### src/sv/mtep_pkg.sv
// Shared types and constants for the MIDI track event parser.
// No dependencies; every other file in the block uses this package.
`timescale 1ns / 1ps
`default_nettype none

package mtep_pkg;

  // A delta time or a length ends after this many bytes at most.
  localparam int unsigned MAX_VLQ_BYTES = 4;
  localparam int unsigned VLQ_CNT_W     = 3;
  localparam int unsigned VLQ_W         = 28;
  localparam int unsigned TICK_W        = 32;
  localparam int unsigned TEMPO_W       = 24;

  // Event queue between the parser and the output stage.
  localparam int unsigned QUEUE_DEPTH = 2;
  localparam int unsigned QUEUE_PTR_W = $clog2(QUEUE_DEPTH);
  localparam int unsigned QUEUE_CNT_W = $clog2(QUEUE_DEPTH + 1);

  localparam logic [7:0] STATUS_META      = 8'hFF;
  localparam logic [7:0] STATUS_SYSEX     = 8'hF0;
  localparam logic [7:0] STATUS_SYSEX_ESC = 8'hF7;
  localparam logic [7:0] META_TEMPO       = 8'h51;
  localparam logic [7:0] META_END_TRACK   = 8'h2F;
  localparam logic [3:0] HI_NOTE_OFF      = 4'h8;
  localparam logic [3:0] HI_NOTE_ON       = 4'h9;
  localparam logic [3:0] HI_POLY_PRESS    = 4'hA;
  localparam logic [3:0] HI_CONTROL       = 4'hB;
  localparam logic [3:0] HI_PROGRAM       = 4'hC;
  localparam logic [3:0] HI_CHAN_PRESS    = 4'hD;
  localparam logic [3:0] HI_SYSTEM        = 4'hF;

  typedef enum logic [8:0] {
    PH_DELTA     = 9'b000000001,
    PH_STATUS    = 9'b000000010,
    PH_DATA1     = 9'b000000100,
    PH_DATA2     = 9'b000001000,
    PH_META_TYPE = 9'b000010000,
    PH_META_LEN  = 9'b000100000,
    PH_SYSEX_LEN = 9'b001000000,
    PH_SKIP      = 9'b010000000,
    PH_TEMPO     = 9'b100000000
  } phase_e;

  typedef enum logic [3:0] {
    KIND_NOTE_OFF    = 4'd0,
    KIND_NOTE_ON     = 4'd1,
    KIND_POLY_PRESS  = 4'd2,
    KIND_CONTROL     = 4'd3,
    KIND_PROGRAM     = 4'd4,
    KIND_CHAN_PRESS  = 4'd5,
    KIND_PITCH_BEND  = 4'd6,
    KIND_TEMPO       = 4'd7,
    KIND_END_TRACK   = 4'd8
  } kind_e;

  typedef enum logic [1:0] {
    ENTRY_CHANNEL   = 2'd0,
    ENTRY_TEMPO     = 2'd1,
    ENTRY_END_TRACK = 2'd2
  } entry_kind_e;

  // One parsed event as it travels from the parser to the output stage.
  typedef struct packed {
    logic [TICK_W-1:0]  tick;
    entry_kind_e        kind;
    logic [7:0]         status;
    logic [7:0]         data1;
    logic [7:0]         data2;
    logic [TEMPO_W-1:0] tempo;
  } entry_t;

  function automatic logic is_one_data(input logic [3:0] hi);
    return (hi == HI_PROGRAM) || (hi == HI_CHAN_PRESS);
  endfunction

endpackage

`default_nettype wire

### src/sv/midi_track_event_parser.sv
// Top level of the MIDI track event parser: parser front end, event queue
// and output stage. Depends on mtep_pkg, mtep_front, mtep_queue, mtep_back.
//
//   Channel   Direction  Handshake                    Payload
//   track     in         track_valid_i / track_ready_o  track_byte_i, track_end_i
//   event     out        event_valid_o / event_ready_i  event_tick_o, event_kind_o,
//                                                     midi_channel_o, first_data_o,
//                                                     second_data_o, tempo_micros_o
//
// One track beat is taken every cycle; the parser updates its state in the
// cycle of the beat, so the rate is set by nothing but the queue having room.
// An event is written into the queue when the beat completing it is accepted,
// and its valid rises once the output register has taken it from the queue.
// A two-entry queue sits between parser and output register, so the input
// stalls only when the queue is full while the output side is held up.
// Reset is asynchronous and active low; the beat marked track_end_i also
// returns the parser to its reset state once it has been handled.
`timescale 1ns / 1ps
`default_nettype none

module midi_track_event_parser (
  input  wire logic         clk_i,
  input  wire logic         rst_ni,
  input  wire logic         track_valid_i,
  output logic              track_ready_o,
  input  wire logic [7:0]   track_byte_i,
  input  wire logic         track_end_i,
  output logic              event_valid_o,
  input  wire logic         event_ready_i,
  output logic [31:0]       event_tick_o,
  output logic [3:0]        event_kind_o,
  output logic [3:0]        midi_channel_o,
  output logic [7:0]        first_data_o,
  output logic [7:0]        second_data_o,
  output logic [23:0]       tempo_micros_o
);

  logic              q_not_full;
  logic              q_not_empty;
  logic              push;
  logic              pop;
  mtep_pkg::entry_t  push_entry;
  mtep_pkg::entry_t  head;

  mtep_front u_front (
    .clk_i        (clk_i),
    .rst_ni       (rst_ni),
    .in_valid_i   (track_valid_i),
    .in_ready_o   (track_ready_o),
    .track_byte_i (track_byte_i),
    .track_end_i  (track_end_i),
    .q_ready_i    (q_not_full),
    .push_o       (push),
    .entry_o      (push_entry)
  );

  mtep_queue u_queue (
    .clk_i        (clk_i),
    .rst_ni       (rst_ni),
    .push_i       (push),
    .push_entry_i (push_entry),
    .not_full_o   (q_not_full),
    .pop_i        (pop),
    .not_empty_o  (q_not_empty),
    .head_o       (head)
  );

  mtep_back u_back (
    .clk_i          (clk_i),
    .rst_ni         (rst_ni),
    .q_not_empty_i  (q_not_empty),
    .head_i         (head),
    .pop_o          (pop),
    .event_valid_o  (event_valid_o),
    .event_ready_i  (event_ready_i),
    .event_tick_o   (event_tick_o),
    .event_kind_o   (event_kind_o),
    .midi_channel_o (midi_channel_o),
    .first_data_o   (first_data_o),
    .second_data_o  (second_data_o),
    .tempo_micros_o (tempo_micros_o)
  );

endmodule

`default_nettype wire

### src/sv/mtep_front.sv
// Parser front end: takes track bytes, keeps all parse state and pushes
// finished events into the event queue. Depends on mtep_pkg.
`timescale 1ns / 1ps
`default_nettype none

module mtep_front (
  input  wire logic            clk_i,
  input  wire logic            rst_ni,
  input  wire logic            in_valid_i,
  output logic                 in_ready_o,
  input  wire logic [7:0]      track_byte_i,
  input  wire logic            track_end_i,
  input  wire logic            q_ready_i,
  output logic                 push_o,
  output mtep_pkg::entry_t     entry_o
);

  mtep_pkg::phase_e                      phase_q, phase_d;
  logic [mtep_pkg::VLQ_W-1:0]            vlq_q, vlq_d;
  logic [mtep_pkg::VLQ_CNT_W-1:0]        vlq_cnt_q, vlq_cnt_d;
  logic [mtep_pkg::TICK_W-1:0]           tick_q, tick_d;
  logic [7:0]                            running_q, running_d;
  logic [7:0]                            current_q, current_d;
  logic [7:0]                            held_q, held_d;
  logic [7:0]                            meta_q, meta_d;
  logic [mtep_pkg::VLQ_W-1:0]            skip_q, skip_d;
  logic [mtep_pkg::TEMPO_W-1:0]          tempo_q, tempo_d;
  logic [1:0]                            tempo_cnt_q, tempo_cnt_d;
  logic                                  halted_q, halted_d;
  logic                                  accept;

  assign in_ready_o = q_ready_i;
  assign accept     = in_valid_i && q_ready_i;

  always_comb begin
    logic [mtep_pkg::VLQ_W-1:0]     vlq_new;
    logic [mtep_pkg::VLQ_CNT_W-1:0] cnt_new;
    logic                           vlq_done;
    logic                           reuse;
    logic [7:0]                     st;
    logic [3:0]                     hi;
    logic [mtep_pkg::TEMPO_W-1:0]   tempo_new;
    logic [1:0]                     tcnt_new;

    phase_d     = phase_q;
    vlq_d       = vlq_q;
    vlq_cnt_d   = vlq_cnt_q;
    tick_d      = tick_q;
    running_d   = running_q;
    current_d   = current_q;
    held_d      = held_q;
    meta_d      = meta_q;
    skip_d      = skip_q;
    tempo_d     = tempo_q;
    tempo_cnt_d = tempo_cnt_q;
    halted_d    = halted_q;

    push_o         = 1'b0;
    entry_o.tick   = tick_q;
    entry_o.kind   = mtep_pkg::ENTRY_CHANNEL;
    entry_o.status = current_q;
    entry_o.data1  = held_q;
    entry_o.data2  = track_byte_i;
    entry_o.tempo  = '0;

    vlq_new  = {vlq_q[mtep_pkg::VLQ_W-8:0], track_byte_i[6:0]};
    cnt_new  = vlq_cnt_q + mtep_pkg::VLQ_CNT_W'(1);
    vlq_done = !track_byte_i[7] ||
               (cnt_new >= mtep_pkg::VLQ_CNT_W'(mtep_pkg::MAX_VLQ_BYTES));
    reuse    = !track_byte_i[7];
    st       = reuse ? running_q : track_byte_i;
    hi       = st[7:4];
    tempo_new = {tempo_q[mtep_pkg::TEMPO_W-9:0], track_byte_i};
    tcnt_new  = tempo_cnt_q + 2'd1;

    if (accept && !halted_q) begin
      unique case (phase_q)
        mtep_pkg::PH_DELTA: begin
          if (vlq_done) begin
            tick_d    = tick_q + mtep_pkg::TICK_W'(vlq_new);
            vlq_d     = '0;
            vlq_cnt_d = '0;
            phase_d   = mtep_pkg::PH_STATUS;
          end else begin
            vlq_d     = vlq_new;
            vlq_cnt_d = cnt_new;
          end
        end
        mtep_pkg::PH_STATUS: begin
          if (!reuse) begin
            running_d = track_byte_i;
          end
          current_d = st;
          if (st == mtep_pkg::STATUS_META) begin
            if (reuse) begin
              // The byte is already the meta type.
              meta_d  = track_byte_i;
              phase_d = mtep_pkg::PH_META_LEN;
              if (track_end_i && track_byte_i == mtep_pkg::META_END_TRACK) begin
                push_o       = 1'b1;
                entry_o.kind = mtep_pkg::ENTRY_END_TRACK;
              end
            end else begin
              phase_d = mtep_pkg::PH_META_TYPE;
            end
          end else if (st == mtep_pkg::STATUS_SYSEX || st == mtep_pkg::STATUS_SYSEX_ESC) begin
            phase_d = mtep_pkg::PH_SYSEX_LEN;
            if (reuse) begin
              // The byte is already the first length byte.
              if (vlq_done) begin
                vlq_d     = '0;
                vlq_cnt_d = '0;
                skip_d    = vlq_new;
                phase_d   = (vlq_new != '0) ? mtep_pkg::PH_SKIP : mtep_pkg::PH_DELTA;
              end else begin
                vlq_d     = vlq_new;
                vlq_cnt_d = cnt_new;
              end
            end
          end else if (st[7] && hi != mtep_pkg::HI_SYSTEM) begin
            if (!reuse) begin
              phase_d = mtep_pkg::PH_DATA1;
            end else begin
              held_d = track_byte_i;
              if (mtep_pkg::is_one_data(hi)) begin
                phase_d        = mtep_pkg::PH_DELTA;
                push_o         = 1'b1;
                entry_o.status = st;
                entry_o.data1  = track_byte_i;
                entry_o.data2  = 8'h00;
              end else begin
                phase_d = mtep_pkg::PH_DATA2;
              end
            end
          end else begin
            halted_d = 1'b1;
          end
        end
        mtep_pkg::PH_DATA1: begin
          held_d = track_byte_i;
          if (mtep_pkg::is_one_data(current_q[7:4])) begin
            phase_d       = mtep_pkg::PH_DELTA;
            push_o        = 1'b1;
            entry_o.data1 = track_byte_i;
            entry_o.data2 = 8'h00;
          end else begin
            phase_d = mtep_pkg::PH_DATA2;
          end
        end
        mtep_pkg::PH_DATA2: begin
          phase_d = mtep_pkg::PH_DELTA;
          push_o  = 1'b1;
        end
        mtep_pkg::PH_META_TYPE: begin
          meta_d  = track_byte_i;
          phase_d = mtep_pkg::PH_META_LEN;
          if (track_end_i && track_byte_i == mtep_pkg::META_END_TRACK) begin
            push_o       = 1'b1;
            entry_o.kind = mtep_pkg::ENTRY_END_TRACK;
          end
        end
        mtep_pkg::PH_META_LEN: begin
          if (vlq_done) begin
            vlq_d     = '0;
            vlq_cnt_d = '0;
            if (meta_q == mtep_pkg::META_TEMPO && vlq_new == mtep_pkg::VLQ_W'(3)) begin
              tempo_d     = '0;
              tempo_cnt_d = '0;
              phase_d     = mtep_pkg::PH_TEMPO;
            end else begin
              skip_d  = vlq_new;
              phase_d = (vlq_new != '0) ? mtep_pkg::PH_SKIP : mtep_pkg::PH_DELTA;
              if (meta_q == mtep_pkg::META_END_TRACK) begin
                push_o       = 1'b1;
                entry_o.kind = mtep_pkg::ENTRY_END_TRACK;
              end
            end
          end else begin
            vlq_d     = vlq_new;
            vlq_cnt_d = cnt_new;
            // An end-of-track cut off inside its length is still reported.
            if (track_end_i && meta_q == mtep_pkg::META_END_TRACK) begin
              push_o       = 1'b1;
              entry_o.kind = mtep_pkg::ENTRY_END_TRACK;
            end
          end
        end
        mtep_pkg::PH_SYSEX_LEN: begin
          if (vlq_done) begin
            vlq_d     = '0;
            vlq_cnt_d = '0;
            skip_d    = vlq_new;
            phase_d   = (vlq_new != '0) ? mtep_pkg::PH_SKIP : mtep_pkg::PH_DELTA;
          end else begin
            vlq_d     = vlq_new;
            vlq_cnt_d = cnt_new;
          end
        end
        mtep_pkg::PH_SKIP: begin
          skip_d = skip_q - mtep_pkg::VLQ_W'(1);
          if (skip_q == mtep_pkg::VLQ_W'(1)) begin
            phase_d = mtep_pkg::PH_DELTA;
          end
        end
        mtep_pkg::PH_TEMPO: begin
          tempo_d     = tempo_new;
          tempo_cnt_d = tcnt_new;
          if (tcnt_new == 2'd3) begin
            push_o        = 1'b1;
            entry_o.kind  = mtep_pkg::ENTRY_TEMPO;
            entry_o.tempo = tempo_new;
            tempo_d       = '0;
            tempo_cnt_d   = '0;
            phase_d       = mtep_pkg::PH_DELTA;
          end
        end
        default: begin
          phase_d = mtep_pkg::PH_DELTA;
        end
      endcase
    end

    // The last beat of a track returns every piece of parse state to reset.
    if (accept && track_end_i) begin
      phase_d     = mtep_pkg::PH_DELTA;
      vlq_d       = '0;
      vlq_cnt_d   = '0;
      tick_d      = '0;
      running_d   = '0;
      current_d   = '0;
      held_d      = '0;
      meta_d      = '0;
      skip_d      = '0;
      tempo_d     = '0;
      tempo_cnt_d = '0;
      halted_d    = 1'b0;
    end
  end

  always_ff @(posedge clk_i or negedge rst_ni) begin
    if (!rst_ni) begin
      phase_q     <= mtep_pkg::PH_DELTA;
      vlq_q       <= '0;
      vlq_cnt_q   <= '0;
      tick_q      <= '0;
      running_q   <= '0;
      current_q   <= '0;
      held_q      <= '0;
      meta_q      <= '0;
      skip_q      <= '0;
      tempo_q     <= '0;
      tempo_cnt_q <= '0;
      halted_q    <= 1'b0;
    end else begin
      phase_q     <= phase_d;
      vlq_q       <= vlq_d;
      vlq_cnt_q   <= vlq_cnt_d;
      tick_q      <= tick_d;
      running_q   <= running_d;
      current_q   <= current_d;
      held_q      <= held_d;
      meta_q      <= meta_d;
      skip_q      <= skip_d;
      tempo_q     <= tempo_d;
      tempo_cnt_q <= tempo_cnt_d;
      halted_q    <= halted_d;
    end
  end

endmodule

`default_nettype wire

### src/sv/mtep_queue.sv
// Short event queue between the parser and the output stage.
// Depends on mtep_pkg for the entry type and depth.
`timescale 1ns / 1ps
`default_nettype none

module mtep_queue (
  input  wire logic              clk_i,
  input  wire logic              rst_ni,
  input  wire logic              push_i,
  input  wire mtep_pkg::entry_t  push_entry_i,
  output logic                   not_full_o,
  input  wire logic              pop_i,
  output logic                   not_empty_o,
  output mtep_pkg::entry_t       head_o
);

  mtep_pkg::entry_t                   mem_q [mtep_pkg::QUEUE_DEPTH];
  logic [mtep_pkg::QUEUE_PTR_W-1:0]   wr_ptr_q, wr_ptr_d;
  logic [mtep_pkg::QUEUE_PTR_W-1:0]   rd_ptr_q, rd_ptr_d;
  logic [mtep_pkg::QUEUE_CNT_W-1:0]   count_q, count_d;

  assign not_full_o  = count_q != mtep_pkg::QUEUE_CNT_W'(mtep_pkg::QUEUE_DEPTH);
  assign not_empty_o = count_q != '0;
  assign head_o      = mem_q[rd_ptr_q];

  always_comb begin
    wr_ptr_d = wr_ptr_q;
    rd_ptr_d = rd_ptr_q;
    count_d  = count_q;
    if (push_i) begin
      wr_ptr_d = (wr_ptr_q == mtep_pkg::QUEUE_PTR_W'(mtep_pkg::QUEUE_DEPTH - 1)) ?
                 '0 : wr_ptr_q + mtep_pkg::QUEUE_PTR_W'(1);
    end
    if (pop_i) begin
      rd_ptr_d = (rd_ptr_q == mtep_pkg::QUEUE_PTR_W'(mtep_pkg::QUEUE_DEPTH - 1)) ?
                 '0 : rd_ptr_q + mtep_pkg::QUEUE_PTR_W'(1);
    end
    if (push_i && !pop_i) begin
      count_d = count_q + mtep_pkg::QUEUE_CNT_W'(1);
    end else if (pop_i && !push_i) begin
      count_d = count_q - mtep_pkg::QUEUE_CNT_W'(1);
    end
  end

  always_ff @(posedge clk_i) begin
    if (push_i) begin
      mem_q[wr_ptr_q] <= push_entry_i;
    end
  end

  always_ff @(posedge clk_i or negedge rst_ni) begin
    if (!rst_ni) begin
      wr_ptr_q <= '0;
      rd_ptr_q <= '0;
      count_q  <= '0;
    end else begin
      wr_ptr_q <= wr_ptr_d;
      rd_ptr_q <= rd_ptr_d;
      count_q  <= count_d;
    end
  end

endmodule

`default_nettype wire

### src/sv/mtep_back.sv
// Output stage: decodes queued events into event kinds and fields and
// holds them in the output register. Depends on mtep_pkg.
`timescale 1ns / 1ps
`default_nettype none

module mtep_back (
  input  wire logic                          clk_i,
  input  wire logic                          rst_ni,
  input  wire logic                          q_not_empty_i,
  input  wire mtep_pkg::entry_t              head_i,
  output logic                               pop_o,
  output logic                               event_valid_o,
  input  wire logic                          event_ready_i,
  output logic [mtep_pkg::TICK_W-1:0]        event_tick_o,
  output logic [3:0]                         event_kind_o,
  output logic [3:0]                         midi_channel_o,
  output logic [7:0]                         first_data_o,
  output logic [7:0]                         second_data_o,
  output logic [mtep_pkg::TEMPO_W-1:0]       tempo_micros_o
);

  logic                            valid_q;
  logic [mtep_pkg::TICK_W-1:0]     tick_q;
  mtep_pkg::kind_e                 kind_q, kind_d;
  logic [3:0]                      chan_q, chan_d;
  logic [7:0]                      d1_q, d1_d;
  logic [7:0]                      d2_q, d2_d;
  logic [mtep_pkg::TEMPO_W-1:0]    tempo_q, tempo_d;

  assign pop_o = q_not_empty_i && (!valid_q || event_ready_i);

  always_comb begin
    kind_d  = mtep_pkg::KIND_PITCH_BEND;
    chan_d  = 4'h0;
    d1_d    = 8'h00;
    d2_d    = 8'h00;
    tempo_d = '0;
    unique case (head_i.kind)
      mtep_pkg::ENTRY_TEMPO: begin
        kind_d  = mtep_pkg::KIND_TEMPO;
        tempo_d = head_i.tempo;
      end
      mtep_pkg::ENTRY_END_TRACK: begin
        kind_d = mtep_pkg::KIND_END_TRACK;
      end
      default: begin
        chan_d = head_i.status[3:0];
        d1_d   = head_i.data1;
        d2_d   = head_i.data2;
        unique case (head_i.status[7:4])
          mtep_pkg::HI_NOTE_OFF:   kind_d = mtep_pkg::KIND_NOTE_OFF;
          // A note-on with zero velocity means note-off.
          mtep_pkg::HI_NOTE_ON:    kind_d = (head_i.data2 == 8'h00) ?
                                            mtep_pkg::KIND_NOTE_OFF : mtep_pkg::KIND_NOTE_ON;
          mtep_pkg::HI_POLY_PRESS: kind_d = mtep_pkg::KIND_POLY_PRESS;
          mtep_pkg::HI_CONTROL:    kind_d = mtep_pkg::KIND_CONTROL;
          mtep_pkg::HI_PROGRAM:    kind_d = mtep_pkg::KIND_PROGRAM;
          mtep_pkg::HI_CHAN_PRESS: kind_d = mtep_pkg::KIND_CHAN_PRESS;
          default:                 kind_d = mtep_pkg::KIND_PITCH_BEND;
        endcase
      end
    endcase
  end

  always_ff @(posedge clk_i) begin
    if (pop_o) begin
      tick_q  <= head_i.tick;
      kind_q  <= kind_d;
      chan_q  <= chan_d;
      d1_q    <= d1_d;
      d2_q    <= d2_d;
      tempo_q <= tempo_d;
    end
  end

  always_ff @(posedge clk_i or negedge rst_ni) begin
    if (!rst_ni) begin
      valid_q <= 1'b0;
    end else if (pop_o) begin
      valid_q <= 1'b1;
    end else if (event_ready_i) begin
      valid_q <= 1'b0;
    end
  end

  assign event_valid_o  = valid_q;
  assign event_tick_o   = tick_q;
  assign event_kind_o   = kind_q;
  assign midi_channel_o = chan_q;
  assign first_data_o   = d1_q;
  assign second_data_o  = d2_q;
  assign tempo_micros_o = tempo_q;

endmodule

`default_nettype wire

### config.mk
export PLATFORM = sky130hd
export DESIGN_NAME = midi_track_event_parser
export DESIGN_NICKNAME = d
export VERILOG_FILES = /design/src/sv/mtep_pkg.sv /design/src/sv/midi_track_event_parser.sv /design/src/sv/mtep_front.sv /design/src/sv/mtep_queue.sv /design/src/sv/mtep_back.sv
export SDC_FILE = /design/constraint.sdc
export NUM_CORES = 1
export LEC_CHECK = 0
export BUFFER_PORTS_ARGS = -buffer_cell sky130_fd_sc_hd__buf_2
export CAP_MARGIN = 20
export CORE_MARGIN = 1
export CORE_UTILIZATION = 51
export DETAILED_ROUTE_END_ITERATION = 10
export HOLD_SLACK_MARGIN = 0.02
export PLACE_DENSITY = 0.68
export SLEW_MARGIN = 20
export SYNTH_ARGS = -nofsm -noshare
export SYNTH_HDL_FRONTEND = slang
export SYNTH_SLANG_ARGS = --single-unit
### constraint.sdc
create_clock -name clk_i -period 9.4 [get_ports clk_i]
set_clock_uncertainty 0.2 [all_clocks]
set_input_delay 1.88 -clock clk_i [delete_from_list [all_inputs] [get_ports clk_i]]
set_output_delay 1.88 -clock clk_i [all_outputs]
set_load 0.005 [all_outputs]
After elaboration in Yosys (flattened, before gate mapping)
Memory sizes are Yosys's and may differ from the RTL's.
Index checks and enable logic that the tools add are counted.
- output and inout bits: 82
- memory bits (writable): 164
- flip-flop bits (word level): 221
- word-level logic and storage cells: 250
- input port bits: 13
- memories kept: 1
- $lt $le $gt $ge: 1
- reduce and logical (&&, ||, !) cells: 45
- multiplexer cells: 125
- add/subtract/negate cells: 8
- eq/ne operators: 49
- memories (name ; words ; bits a word ; read ports ; clocked after Yosys merged registers in ; wr ports ; RTL line ; source):
    u_queue.mem_q ; 2 ; 82 ; 1 ; 0 ; 1 ; mtep_queue.sv:17 ; mtep_pkg::entry_t mem_q [mtep_pkg::QUEUE_DEPTH];
- operator list (cell ; number):
    $mux 28 ; 8
    $mux 24 ; 7
    $mux 32 ; 4
    $mux 21 ; 6
    $mux 8 ; 15
    $mux 9 ; 13
    $pmux 28 s4 ; 1
    $mux 16 ; 6
    $pmux 9 s8 ; 1
    $pmux 16 s2 ; 2
    $mux 50 ; 1
    $pmux 21 s2 ; 1
    $eq 4x4->1 const B ; 10
    $add 32x28->32 ; 1
    $pmux 8 s2 ; 2
    $eq 28x1->1 const B ; 1
    $eq 28x2->1 const B ; 1
    $mux 1 ; 28
    $mux 2 ; 14
    $reduce_bool 28->1 ; 1
    $sub 28x1->28 const B ; 1
    $ne 3x1->1 const B ; 9
    $eq 8x8->1 const B ; 3
    $pmux 4 s6 ; 1
    46 further kinds ; 91

Longest topological paths before layout
- word-level depth: 14
- mapped depth: 13
- depth with buffers taken out: 11

Hierarchy
Synthesis repeated with hierarchy kept, for this count alone.
- cells, all modules: 1474
- area, all modules: 17917.2 sq um
- modules (own cells, without submodules) (module ; sequential area each (sq um) ; cells an instance ; area each (sq um) ; instances):
    mtep_front ; 3404.5 ; 1057 ; 8609.5 ; 1
    mtep_queue ; 5024.8 ; 271 ; 6456.2 ; 1
    mtep_back ; 2427.3 ; 146 ; 2851.5 ; 1

Least setup slack after synthesis
OpenSTA, ideal clock, no wires.
- kind: input to register
- start point: in track_byte_i[7]
- end point: mem u_queue.mem_q[0][0] (netlist bit) (enable)
- cell stages on the path: 9
- slack: 1743 ps
- buffers on the path: 2
- data arrival time: 6924 ps
- library setup time: 533 ps
- data required time: 8667 ps
- cells stage by stage: buf_2 > buf_4 > nand4_1 > o21a_1 > nor4_1 > nor2_1 > o22a_1 > a21oi_2 > nor2b_1
- longest elaborated chain between the ends: 12
- elaborated cells between the ends (all ways): 26
- those cells by class: eq/ne: 7; mux: 13; reduce/logical: 6
- ends and longest elaborated chain (element ; RTL line ; source):
    from (decl) ; midi_track_event_parser.sv:26 ; input wire logic [7:0] track_byte_i,
    $mux 8 ; mtep_front.sv:71 ; st = reuse ? running_q : track_byte_i;
    $eq 4x4->1 ; mtep_pkg.sv:74 ; return (hi == HI_PROGRAM) || (hi == HI_CHAN_PRESS);
    $logic_or 1x1->1 ; mtep_pkg.sv:74 ;
    $mux 1 ; mtep_front.sv:125 ; if (mtep_pkg::is_one_data(hi)) begin
    $mux 1 ; mtep_front.sv:121 ; if (!reuse) begin
    $mux 1 ; mtep_front.sv:120 ; end else if (st[7] && hi != mtep_pkg::HI_SYSTEM) begin
    $mux 1 ; mtep_front.sv:106 ; end else if (st == mtep_pkg::STATUS_SYSEX || st == mtep_pkg::STATUS_SYSEX_ESC) begin
    $mux 1 ; mtep_front.sv:94 ; if (st == mtep_pkg::STATUS_META) begin
    $pmux 1 s6 * ; mtep_front.sv:77 ; unique case (phase_q)
    $mux 1 * ; mtep_front.sv:76 ; if (accept && !halted_q) begin
    named net push ; midi_track_event_parser.sv:40 ; logic push;
    $mux 1 * ; mtep_queue.sv:46 ; if (push_i) begin
    $mux 1 (not written as such) * ; mtep_queue.sv:47 ; mem_q[wr_ptr_q] <= push_entry_i;
    to (decl) ; mtep_queue.sv:17 ;
The timed path passes the listed nets; every way through them passes the cells marked *.

Worst setup path after layout
- start point: in track_byte_i[7]
- end point: mem u_queue.mem_q[0][69] (netlist bit) (enable)
The elaborated chain is that of the path after synthesis.

==> impl_metrics.tcl <==
set metrics [dict create \
    area_growth_pct 12.66 \
    wire_per_inst_um 18.76 \
    finalSetupTns_ns 0 \
    cp.required_ns 9.35 \
    relSlewSlack_pct 28.08 \
    grt_start_max_net_pins 83 \
    rows 67 \
    cts_max_level 2 \
    peakVddDrop_mv 0.1531 \
    fill_cells 2746 \
    final_cell_mix "244 x edfxtp_1, 149 x o21ai_0, 139 x dfrtp_1" \
    clock.fmax_mhz 193.6 \
    p_leak_uw 0.007858 \
    start_util_pct 51.91 \
    setup_violations 0 \
    drv_cap 0 \
    routed_wirelength_mm 38.25 \
    yosys_most_used_dff "edfxtp_1" \
    grt_pass1_wl_mm 61.89 \
    crit_fanout 66 \
    r2r_end "u_queue.mem_q[0][69]$_DFFE_PP_" \
    layout_commonest_cell "edfxtp_1" \
    ioPinCount 95 \
    hold_path.class "flop to flop" \
    seqPwrFrac_pct 44.6 \
    async_flop_share_pct 36.62 \
    core_mm2 0.03362 \
    route.detailed.drc 0 \
    cp_slowest_stage_delay_ns 0.82 \
    post-route-min-period_ns 5.166 \
    r2r_setup_slack_ns 4.93 \
    antenna_found_initial 1 \
    ys_types 78 \
    yosys_warnings 0 \
    final_antenna_net_count 0 \
    netlist_area_mm2 0.01745 \
    clk_latency_ns 0.54 \
    fin_area_mm2 0.01966 \
    grt_overflow 0 \
    post-cts-setup-buffer-count 0 \
    cts_made_buffers 40 \
    gp_congestion 0.8929 \
    power_density_mw_per_mm2 287.5 \
    clockBufferDepth 3 \
    die_x_um 187.0 \
    clkPwrFrac_pct 29.5 \
    seqCellArea_mm2 0.01086 \
    worstPathArrival_ns 5.12 \
    finalPower_uw 5652 \
    post-place-ws_ns 3.711 \
    drive_above_1_share_pct 15.47 \
    vias 11700 \
    crit_chain "buf_2 > nand4_1 > o21a_1 > nor4_1 > nor2_1 > o22a_1 > a21oi_2 > nor2b_4 > buf_4" \
    cts.sinks 385 \
    drtIter0Drc 857 \
    dieHeight_um 187.0 \
    slew_viol_final 0 \
    synthCells 1495 \
    p_sw_share_pct 32.40 \
    cp_slowest_cell "buf_4" \
    dp_cells 1964 \
    nets 1606 \
    ctsHoldBuffers 0 \
    status "finished, final reports clean" \
    start_kind "input pin" \
    rsz0062_at_grt "no" \
    cts_resized 0 \
    rr_worst_depth 9 \
    place_area_mm2 0.01826 \
    hold_viol 0 \
    root_buffer "clkbuf_16" \
    internal-power_uw 3820 \
    r2r_start "u_front.phase_q[8]$_DFFE_PN0P_" \
    tightest_slew_ns 1.079 \
    grt_pass1_vias 11440 \
    crit_type "input pin to flop" \
    cp-endpoint "u_queue.mem_q[0][69]$_DFFE_PP_" \
    clk_pin_slew_worst_paths_ns 0.06 \
    comb_power_share_pct 25.9 \
    synth_edf_count 244 \
    die_area_mm2 0.03496 \
    multi_input_area_mm2 0.006068 \
    synth_nets 1543 \
    synth-seq-cells 385 \
    numPortBuffers 94 \
    layout_setup_ws_ns 4.234 \
    drtPass1Iterations 7 \
    endpoint_kind "flop" \
    crit_start "track_byte_i[7]" \
    dpl.hpwl_mm 24.89 \
    switching_power_uw 1831 \
    timing.final.crit_share_pct 54.96 \
    drt-vias-per-instance 5.739 \
    synth_sequential_area_ratio_pct 62.21 \
    finalNonFillerCells 2039 \
    cts_tree "yes" \
    syn_avg_cell_area_um2 11.67 \
    grt_usage_pct 22.35 \
]
==> stage by stage <==
| step | utilization, % | hold WS (ns) |
|---|---|---|
| floorplan | - | 0.2509 |
| global placement | 54.32 | 0.2682 |
| detailed placement | 54.32 | 0.2935 |
| CTS | 58.48 | 0.3067 |
| global route | 58.49 | 0.3351 |
| finish | 58.49 | 0.3056 |
==> final cells by class <==
| class | count | area share, % |
|---|---|---|
| sequential | 385 | 55.24 |
| multi-input combinational | 975 | 30.86 |
| clock buffer | 52 | 5.581 |
| timing repair buffer | 110 | 3.036 |
| tap | 448 | 2.851 |
| clock inverter | 22 | 1.534 |
| inverter | 46 | 0.8846 |
| antenna | 1 | 0.01273 |
==> layer usage <==
metal	global-route usage [%]	part of all wire, %
met2	33.54	44
met1	32.49	47
met3	3.921	5.9
met5	0	0
met4	8.764	3.2
==> worst max-delay path: cells and delay by family <==
family | cells | cell delay (ns)
simple gates | 4 | 1.20
buf+inv | 2 | 1.20
compound gates | 3 | 0.75
==> synth_stat cells, drive strengths merged (3+ instances only) <==
cell	instances	area, µm²
mux2	44	495.5
nor2b	28	175.2
nor3b	5	42.54
dfrtp	140	3503
xnor2	17	148.9
buf	29	151.4
o21a	4	30.03
nor3	48	245.2
or4	5	37.54
ha	34	425.4
and2	19	118.9
nor4	22	165.2
o21bai	3	22.52
inv	45	168.9
o21ai	161	809.5
mux2i	54	540.5
clkbuf	60	226.5
xor2	14	122.6
o31a	4	35.03
a32o	3	30.03
nand2b	10	62.56
a211oi	3	22.52
or4b	3	30.03
nor4b	3	26.28
nand4	14	87.58
a22oi	3	22.52
and3	13	81.33
or3	12	75.07
nand2	122	457.9
a31oi	9	56.30
a21oi	81	409.1
o31ai	8	60.06
edfxtp	244	7327
a21o	16	120.1
nor2	128	488.0
or2	6	37.54
nand3	45	240.2
==> registers in the layout (all words and copies together), names as in the netlist, 9 cells and up <==
name,cells
u_queue.mem_q,164
u_back.event_tick_o,32
u_front.skip_q,28
u_back.tempo_micros_o,24
u_front.tick_q,32
u_front.tempo_q,16
u_front.vlq_q,21
u_front.phase_q,9
==> logic make-up (layout without fill, tap and decap cells) <==
logic type | after synthesis | after routing | synth area share [%]
AOI/OAI and AO/OA | 322 | 322 | 10.71
xor gates and xnor gates | 31 | 31 | 1.556
adders and majority gates | 35 | 35 | 2.552
buffers and inverters | 135 | 230 | 3.155
DFF | 385 | 385 | 62.21
muxes | 98 | 98 | 5.936
other | 0 | 1 | 0
and+or+nand+nor | 489 | 489 | 13.88
==> worst min-delay path by stage <==
stage	start	to	slack, ns	cells past startpoint
detailed placement	u_front.tick_q[2]$_DFFE_PN0P_	u_queue.mem_q[0][52]$_DFFE_PP_	0.29	0
CTS	u_front.tick_q[19]$_DFFE_PN0P_	u_queue.mem_q[0][69]$_DFFE_PP_	0.31	0
global placement	u_front.vlq_cnt_q[1]$_DFFE_PN0P_	u_front.vlq_cnt_q[1]$_DFFE_PN0P_	0.27	2
floorplan	u_front.tick_q[31]$_DFFE_PN0P_	u_queue.mem_q[0][81]$_DFFE_PP_	0.25	0
global route	u_front.tick_q[31]$_DFFE_PN0P_	u_queue.mem_q[1][81]$_DFFE_PP_	0.34	0
finish	u_front.tick_q[19]$_DFFE_PN0P_	u_queue.mem_q[1][69]$_DFFE_PP_	0.31	0
==> power by group through the flow <==
stage               sequential (µW)  combinational, µW  clock, µW
finish                         2520               1460       1670
global route                   2550               1640       1770
CTS                            2510               1470       1700
detailed placement             2540               1460          0
global placement               2530               1420          0
floorplan                      2420               1070          0
(Power assumes the default switching activity.)
